[src/pcbs_pkg.sv]
`default_nettype none
package pcbs_pkg;

	localparam int MaxSegments = 16;
	localparam int SegW = $clog2(MaxSegments);
	localparam int CntW = $clog2(MaxSegments + 1);
	localparam int CoordDepth = MaxSegments * 4;
	localparam int CoordAw = $clog2(CoordDepth);
	localparam logic [16:0] OneT = 17'h10000;

	typedef enum logic [1:0] {
		FUNC_CLEAR  = 2'd0,
		FUNC_APPEND = 2'd1,
		FUNC_POINT  = 2'd2,
		FUNC_SAMPLE = 2'd3
	} func_t;

	typedef enum logic [3:0] {
		ST_IDLE,
		ST_ZERO,
		ST_RD_FIRST,
		ST_CHK_FIRST,
		ST_RD_LAST,
		ST_CHK_LAST,
		ST_SCAN_RD,
		ST_SCAN_CHK,
		ST_DIV,
		ST_WEIGHT,
		ST_MAC_RD,
		ST_MAC,
		ST_ROUND,
		ST_DONE
	} state_t;

	// Selects where the output register is loaded from.
	typedef enum logic [1:0] {
		OSEL_ZERO,
		OSEL_POINT,
		OSEL_SUM
	} osel_t;

	typedef struct packed {
		logic       clear_cnt;
		logic       append;
		logic       wr_point;
		logic       latch_in;
		logic       rd_time;
		logic [1:0] rd_sel;      // 0 first, 1 last, 2 scan index
		logic       rd_point;
		logic [1:0] rd_pidx;
		logic       pt_use_last;
		logic       scan_clr;
		logic       scan_inc;
		logic       div_start;
		logic       div_step;
		logic       weight_step;
		logic       mac_clr;
		logic       mac_acc;
		logic [1:0] mac_k;
		logic       out_load;
		osel_t      out_sel;
		logic       strobe;
	} ctl_t;

	typedef struct packed {
		logic empty;
		logic full;
		logic le_first;
		logic ge_last;
		logic scan_hit;
		logic scan_end;
		logic div_done;
		logic weight_done;
	} sts_t;

endpackage
`default_nettype wire

[src/pcbs_ctrl.sv]
`default_nettype none
module pcbs_ctrl (
	input  wire logic          clk,
	input  wire logic          arst_n,
	input  wire logic          start,
	input  wire logic [1:0]    func,
	input  wire pcbs_pkg::sts_t sts,
	output logic               busy,
	output pcbs_pkg::ctl_t     ctl
);
	import pcbs_pkg::*;

	state_t state_q, state_nx;
	logic [1:0] k_q;
	logic k_inc;

	always_ff @(posedge clk or negedge arst_n) begin
		if (!arst_n) begin
			state_q <= ST_IDLE;
			k_q <= 2'd0;
		end else begin
			state_q <= state_nx;
			if (state_q == ST_WEIGHT) k_q <= 2'd0;
			else if (k_inc) k_q <= k_q + 2'd1;
		end
	end

	always_comb begin
		state_nx = state_q;
		case (state_q)
			ST_IDLE: begin
				if (start && func == FUNC_SAMPLE)
					state_nx = sts.empty ? ST_ZERO : ST_RD_FIRST;
			end
			ST_ZERO: state_nx = ST_DONE;
			ST_RD_FIRST: state_nx = ST_CHK_FIRST;
			ST_CHK_FIRST: state_nx = sts.le_first ? ST_DONE : ST_RD_LAST;
			ST_RD_LAST: state_nx = ST_CHK_LAST;
			ST_CHK_LAST: state_nx = sts.ge_last ? ST_DONE : ST_SCAN_RD;
			ST_SCAN_RD: state_nx = ST_SCAN_CHK;
			ST_SCAN_CHK: begin
				if (sts.scan_hit) state_nx = ST_DIV;
				else if (sts.scan_end) state_nx = ST_DONE;
				else state_nx = ST_SCAN_RD;
			end
			ST_DIV: if (sts.div_done) state_nx = ST_WEIGHT;
			ST_WEIGHT: if (sts.weight_done) state_nx = ST_MAC_RD;
			ST_MAC_RD: state_nx = ST_MAC;
			ST_MAC: state_nx = (k_q == 2'd3) ? ST_ROUND : ST_MAC_RD;
			ST_ROUND: state_nx = ST_DONE;
			ST_DONE: state_nx = ST_IDLE;
			default: state_nx = ST_IDLE;
		endcase
	end

	always_comb begin
		ctl = '0;
		ctl.out_sel = OSEL_ZERO;
		k_inc = 1'b0;
		busy = (state_q != ST_IDLE);
		case (state_q)
			ST_IDLE: begin
				if (start) begin
					ctl.latch_in = 1'b1;
					ctl.clear_cnt = (func == FUNC_CLEAR);
					ctl.append = (func == FUNC_APPEND) && !sts.full;
					ctl.wr_point = (func == FUNC_POINT) && !sts.empty;
				end
			end
			ST_ZERO: begin
				ctl.out_load = 1'b1;
				ctl.out_sel = OSEL_ZERO;
			end
			ST_RD_FIRST: begin
				ctl.rd_time = 1'b1;
				ctl.rd_sel = 2'd0;
				ctl.rd_point = 1'b1;
				ctl.rd_pidx = 2'd0;
			end
			ST_CHK_FIRST: begin
				ctl.out_load = sts.le_first;
				ctl.out_sel = OSEL_POINT;
			end
			ST_RD_LAST: begin
				ctl.rd_time = 1'b1;
				ctl.rd_sel = 2'd1;
				ctl.rd_point = 1'b1;
				ctl.rd_pidx = 2'd3;
				ctl.pt_use_last = 1'b1;
				ctl.scan_clr = 1'b1;
			end
			ST_CHK_LAST: begin
				ctl.out_load = 1'b1;
				ctl.out_sel = OSEL_POINT;
			end
			ST_SCAN_RD: begin
				ctl.rd_time = 1'b1;
				ctl.rd_sel = 2'd2;
			end
			ST_SCAN_CHK: begin
				ctl.scan_inc = !sts.scan_hit;
				ctl.div_start = sts.scan_hit;
			end
			ST_DIV: ctl.div_step = 1'b1;
			ST_WEIGHT: begin
				ctl.weight_step = 1'b1;
				ctl.mac_clr = 1'b1;
			end
			ST_MAC_RD: begin
				ctl.rd_point = 1'b1;
				ctl.rd_pidx = k_q;
			end
			ST_MAC: begin
				ctl.mac_acc = 1'b1;
				ctl.mac_k = k_q;
				k_inc = 1'b1;
			end
			ST_ROUND: begin
				ctl.out_load = 1'b1;
				ctl.out_sel = OSEL_SUM;
			end
			ST_DONE: ctl.strobe = 1'b1;
			default: ;
		endcase
	end
endmodule
`default_nettype wire

[config.mk]
export PLATFORM = sky130hd
export DESIGN_NAME = pcbs_ctrl
export DESIGN_NICKNAME = d
export VERILOG_FILES = /design/src/pcbs_pkg.sv /design/src/pcbs_ctrl.sv
export SDC_FILE = /design/constraint.sdc
export NUM_CORES = 1
export LEC_CHECK = 0
export BUFFER_PORTS_ARGS = -buffer_cell sky130_fd_sc_hd__buf_4
export CAP_MARGIN = 20
export CORE_MARGIN = 3
export CORE_UTILIZATION = 47
export CTS_CLUSTER_DIAMETER = 50
export DETAILED_ROUTE_END_ITERATION = 12
export GPL_TIMING_DRIVEN = 0
export PLACE_DENSITY = 0.83
export SLEW_MARGIN = 15
export SYNTH_ARGS = -nofsm -noshare
export SYNTH_HDL_FRONTEND = slang
export SYNTH_SLANG_ARGS = --single-unit
[constraint.sdc]
create_clock -name clk -period 2.4 [get_ports clk]
set_input_delay 0.36 -clock clk [delete_from_list [all_inputs] [get_ports clk]]
set_output_delay 0.36 -clock clk [all_outputs]
set_load 0.005 [all_outputs]
# ---- Yosys cells after proc, flatten, opt, wreduce, memory -nomap -nowiden
# Index checks and enable logic that the tools add are counted.
dict set report op_classes {
  addsub 1
  n_mul 0
  n_div 0
  order_cmp 0
  n_eq_ne 20
  n_shift 0
  mux 24
  bitwise 0
  reduce_logical 12
}
# cell n
set ops {}
lappend ops {{$pmux 4 s12} 1}
lappend ops {{$mux 4} 9}
lappend ops {{$eq 4x4->1 const B} 6}
lappend ops {{$pmux 3 s3} 2}
lappend ops {{$eq 4x3->1 const B} 4}
lappend ops {{$mux 2} 6}
lappend ops {{$pmux 3 s4} 1}
lappend ops {{$eq 4x2->1 const B} 2}
lappend ops {{$eq 2x2->1 const B} 3}
lappend ops {{$mux 3} 2}
lappend ops {{$ne 2x2->1 const B} 3}
lappend ops {{$eq 4x1->1 const B} 1}
lappend ops {{$logic_not 4->1} 1}
lappend ops {{$reduce_bool 4->1} 1}
lappend ops {{$logic_and 1x1->1} 3}
lappend ops {{$logic_not 1->1} 3}
lappend ops {{$mux 1} 3}
lappend ops {{$reduce_and 3->1} 1}
lappend ops {{$add 2x1->2 const B} 1}
lappend ops {{$eq 2x1->1 const B} 1}
lappend ops {{$logic_not 2->1} 1}
lappend ops {{$reduce_bool 2->1} 1}
lappend ops {{$reduce_or 2->1} 1}
dict set report totals {
  register_bits 6
  latch_bits 0
  ramBits 0
  romBits 0
  inputBits 13
  word_cells 59
  memories 0
}

# ---- Logic depth before layout (Yosys ltp)
dict set report depth {
  depth_word 4
  mapped_depth 6
  mapped_depth_nobuf 4
}

# ---- Worst setup path before layout
# No wires, ideal clock.
dict set report synth_timing {
  kind {flip-flop to output port}
  startpoint {reg state_q[1]}
  endpoint {out ctl[21] (netlist bit)}
  t_arrival_ns 1.331
  required_time_ns 2.040
  path_slack_ns 0.709
  stages_incl_launch_ff 7
  n_path_buf 2
  path_cell_list {dfrtp_1 buf_6 or2_1 buf_6 nor3_4 nand2_2 nor4b_2}
}
# item line
set synth_rtl {}
lappend synth_rtl {{start, declared} pcbs_ctrl.sv:13} ;# state_t state_q, state_nx;
lappend synth_rtl {{start signal, assigned} pcbs_ctrl.sv:22} ;# state_q <= state_nx;
lappend synth_rtl {{end, declared} pcbs_ctrl.sv:9} ;# output pcbs_pkg::ctl_t ctl

==> run summary <==
The clock passes through at most 2 buffers. Counting every instance in the synthesized netlist gives 99. The area share of fa/ha/maj cells after synthesis is 0.01745, and the number of nets with antenna violations after routing is 0. For the sequential element share of the synthesized area, the log shows 0.2094. The portion of netlist area occupied by mux cells was 0.01396. The tightest min-delay check is of the input port to register type. The flow ran to the end, and the final reports show no timing, DRC or antenna violations.

The number of levels in the clock H-tree is 1. Summed over all failing endpoints, the final setup total negative slack is 0 ns. Total power for the finished layout comes to 1.218 mW.

The detailed router finished its first iteration with 21 violations. The mean instance size in the synthesized netlist works out to 7.242 um2. Detailed routing placed a total of 1053 um of wire on met2. In the routed design, unresolved DRC markers number 0. The post-synthesis register bit count is 6. 38 I/O pins were placed. The final routed wire length divided by cell count was 13.61 um; the worst reg-to-reg path cell count was 5.

TritonCTS built the clock tree. The worst clock skew is 0.004742 ns. At the end of routability-driven placement, the weighted congestion stood at 0.8382.

For this run the aggregate overflow at the end of global routing stands at 0. Dividing total power by cell area gives a power density of 1165 nW/um2. The share of the synthesized area in compound gates (AO/OA/AOI/OAI) works out to 0.2129. The library cell used most frequently in the layout, excluding fill and tap cells, is buf_4. The via density per instance is 5.516, and the count of instances resized after the clock tree is built is 0. Wire segments on met3 add up to 144 um in the final route. The xor and xnor area share after synthesis is 0.01222, and the final critical-path required period is 2.180 ns. In this run the static leakage power is 0.5216 nW.

The logs give 1013 um2 for the placed standard-cell area and 0 for the total number of yosys warnings. The initial core utilization came out at 0.5247. The max-capacitance violation count was 0; the data required time at the worst endpoint was 2.04 ns.

The root buffer cell chosen for the clock tree is clkbuf_4. The number of core rows was 13; the instance count along the most critical hold path was 3. The logs give 2030 um2 for the floorplan die area and 729.9 uV for the worst ir drop on vdd.

The post-synthesis net count came out at 113. For this design, the sink count on the clock tree is 6. Portion of the clock cycle consumed by the worst path in the final layout: 0.9083.

The critical path capture point type was an output port. The finished cells cover 1046 um2. The logs give 0.7452 for the tightest slew margin relative to the limit and 0.24 ns for the clock latency reported for the late side of the worst-skew pair. The maximum number of pins on one net before global-route repair was 11; the area of the mapped netlist was 716.9 um2. The tools report the placed wire-length estimate after detailed placement as 1681 um. The routed layout has 855 vias.

By startpoint and endpoint, the worst setup path is classified as register to output port. The height of the chip works out to 45.06 um. For the filler-free cell count of the finished design, the log shows 155.

Slew at the pin closest to its max-slew limit: 0.3792 ns. The worst setup path is launched from a register. The iteration count of the initial detailed-routing pass was 4.

Synthesis instantiated 37 different standard cells from the library. Setup repair after global routing left no endpoint under its margin. The run gives 156 as the number of nets in the final layout.

After detailed routing, no signal wire sits above met4. For the count of inserted antenna diode cells, the log shows 0. Timing would allow up to 458.7 MHz. The layout overhead on the synthesized area was 45.90%; the share of final-layout standard cells stronger than drive strength 1 was 0.4214.

The number of global-route vias before repair is 790, and the count of input and output buffers is 37. The clock-pin slew reported for the worst setup and hold paths after clock tree synthesis was 0.04 ns. The number of antenna violations at the first check in global routing is 0. The area of the core was 1366 um2. The share of synthesized cell area in and, or, nand and nor gates works out to 0.3944.

The main combinational cell family by area after synthesis was simple AND/OR/NAND/NOR gates. The number of hold violations in the final report was 0. For the worst setup path, the data arrival time is 1.82 ns. The sum of routed wire length over all layers came out at 2110 um. The maximum fanout count along the critical path works out to 10. The tools report the first-pass GRT wire length as 3312 um.

In the layout the commonest cells are buf_4, nor2_1, nand2_1. Met1 wire length: 864 um. TritonCTS created 3 clock buffers. The chip width came out at 45.06 um. The logs give 0 for the total of endpoints with negative setup slack in the final report and 0.2177 for the global-route total usage across every layer.

The max-slew violation count is 0. In this run, placement finished with an instance count of 151. For flop-to-flop paths, the worst setup slack is 0.84 ns.
-- synthesized netlist by cell type, drive strengths merged --
library cell,number,share of area
and2,2,0.017
a21boi,1,0.010
o2111a,1,0.016
mux2i,1,0.014
a22oi,1,0.010
o21ai,3,0.021
inv,6,0.031
nand2,10,0.056
nor3,7,0.065
o211ai,2,0.021
ha,1,0.017
a21oi,6,0.047
or2,2,0.017
a221oi,1,0.012
buf,11,0.11
xnor2,1,0.012
nor2b,2,0.017
nor2,16,0.084
nand2b,6,0.052
o22ai,1,0.0087
a21o,1,0.010
nand4b,1,0.012
a31oi,1,0.0087
nand3,3,0.021
o41a,1,0.016
a2bb2oi,1,0.021
dfrtp,6,0.21
nor4b,2,0.042
nand3b,1,0.010
o31ai,1,0.010
-- where the power goes --
part	switching (mW)	total, mW	internal (mW)
clock	0.0317	0.0879	0.0562
combinational	0.490	0.936	0.446
sequential	0.0445	0.194	0.150
-- cell families (layout without fill, tap and decap cells) --
kind of cell    after synthesis  after routing
compound gates               21             21
xor+xnor                      1              1
fa+ha+maj                     1              1
buf+inv                      17             58
flops                         6              6
mux                           1              1
simple gates                 52             52
-- critical path, cell delays in order (launching register included) --
cell	delay, ns
dfrtp_1	0.37
buf_6	0.14
or2_1	0.23
buf_6	0.14
nor3_4	0.17
nand2_2	0.13
nor4b_2	0.26
buf_4	0.16
-- registers in the layout, summed over array words and instances, names as in the netlist --
register / count
k_q: 2
state_q: 4
-- per-layer routing --
layer	vias up	global-route usage
li1	416	-
met1	391	0.2709
met4	0	0.08772
met2	42	0.3955
met5	-	0
met3	6	0
-- repair_timing --
item,in CTS,in global routing
hold buffers,1,0
buffers inserted,0,0
endpoints found under the hold margin,6,0
-- worst paths after layout --
path | startpoint | endpoint
hold reg to reg | k_q[1]$_DFFE_PN0P_ | k_q[1]$_DFFE_PN0P_
hold / removal | sts[2] | state_q[3]$_DFFE_PN0P_
setup reg to reg | state_q[2]$_DFFE_PN0P_ | state_q[1]$_DFFE_PN0P_
min in group asynchronous | arst_n | state_q[0]$_DFFE_PN0P_
setup / recovery | state_q[1]$_DFFE_PN0P_ | ctl[21]
max in group asynchronous | arst_n | k_q[1]$_DFFE_PN0P_
-- stage by stage --
| step | hold slack (ns) | util | setup slack (ns) |
|---|---|---|---|
| after floorplan | 0.06441 | - | 0.7092 |
| after global placement | 0.1673 | 0.7418 | 0.5549 |
| after detailed placement | 0.1686 | 0.7418 | 0.4832 |
| after CTS | 0.4483 | 0.7656 | 0.2238 |
| after global routing | 0.4803 | 0.7656 | 0.1511 |
| final | 0.4596 | 0.7656 | 0.2200 |
-- final cells by class --
class | count | area, um2
clock buffers | 3 | 22.52
inverters | 6 | 22.52
well taps | 15 | 18.77
multi-input cells | 76 | 466.7
fillers | 129 | 320.3
plain buffers | 11 | 77.57
flip-flops and latches | 6 | 150.1
repair buffers | 38 | 287.8
No activity file was read; power rests on OpenSTA's default activity.
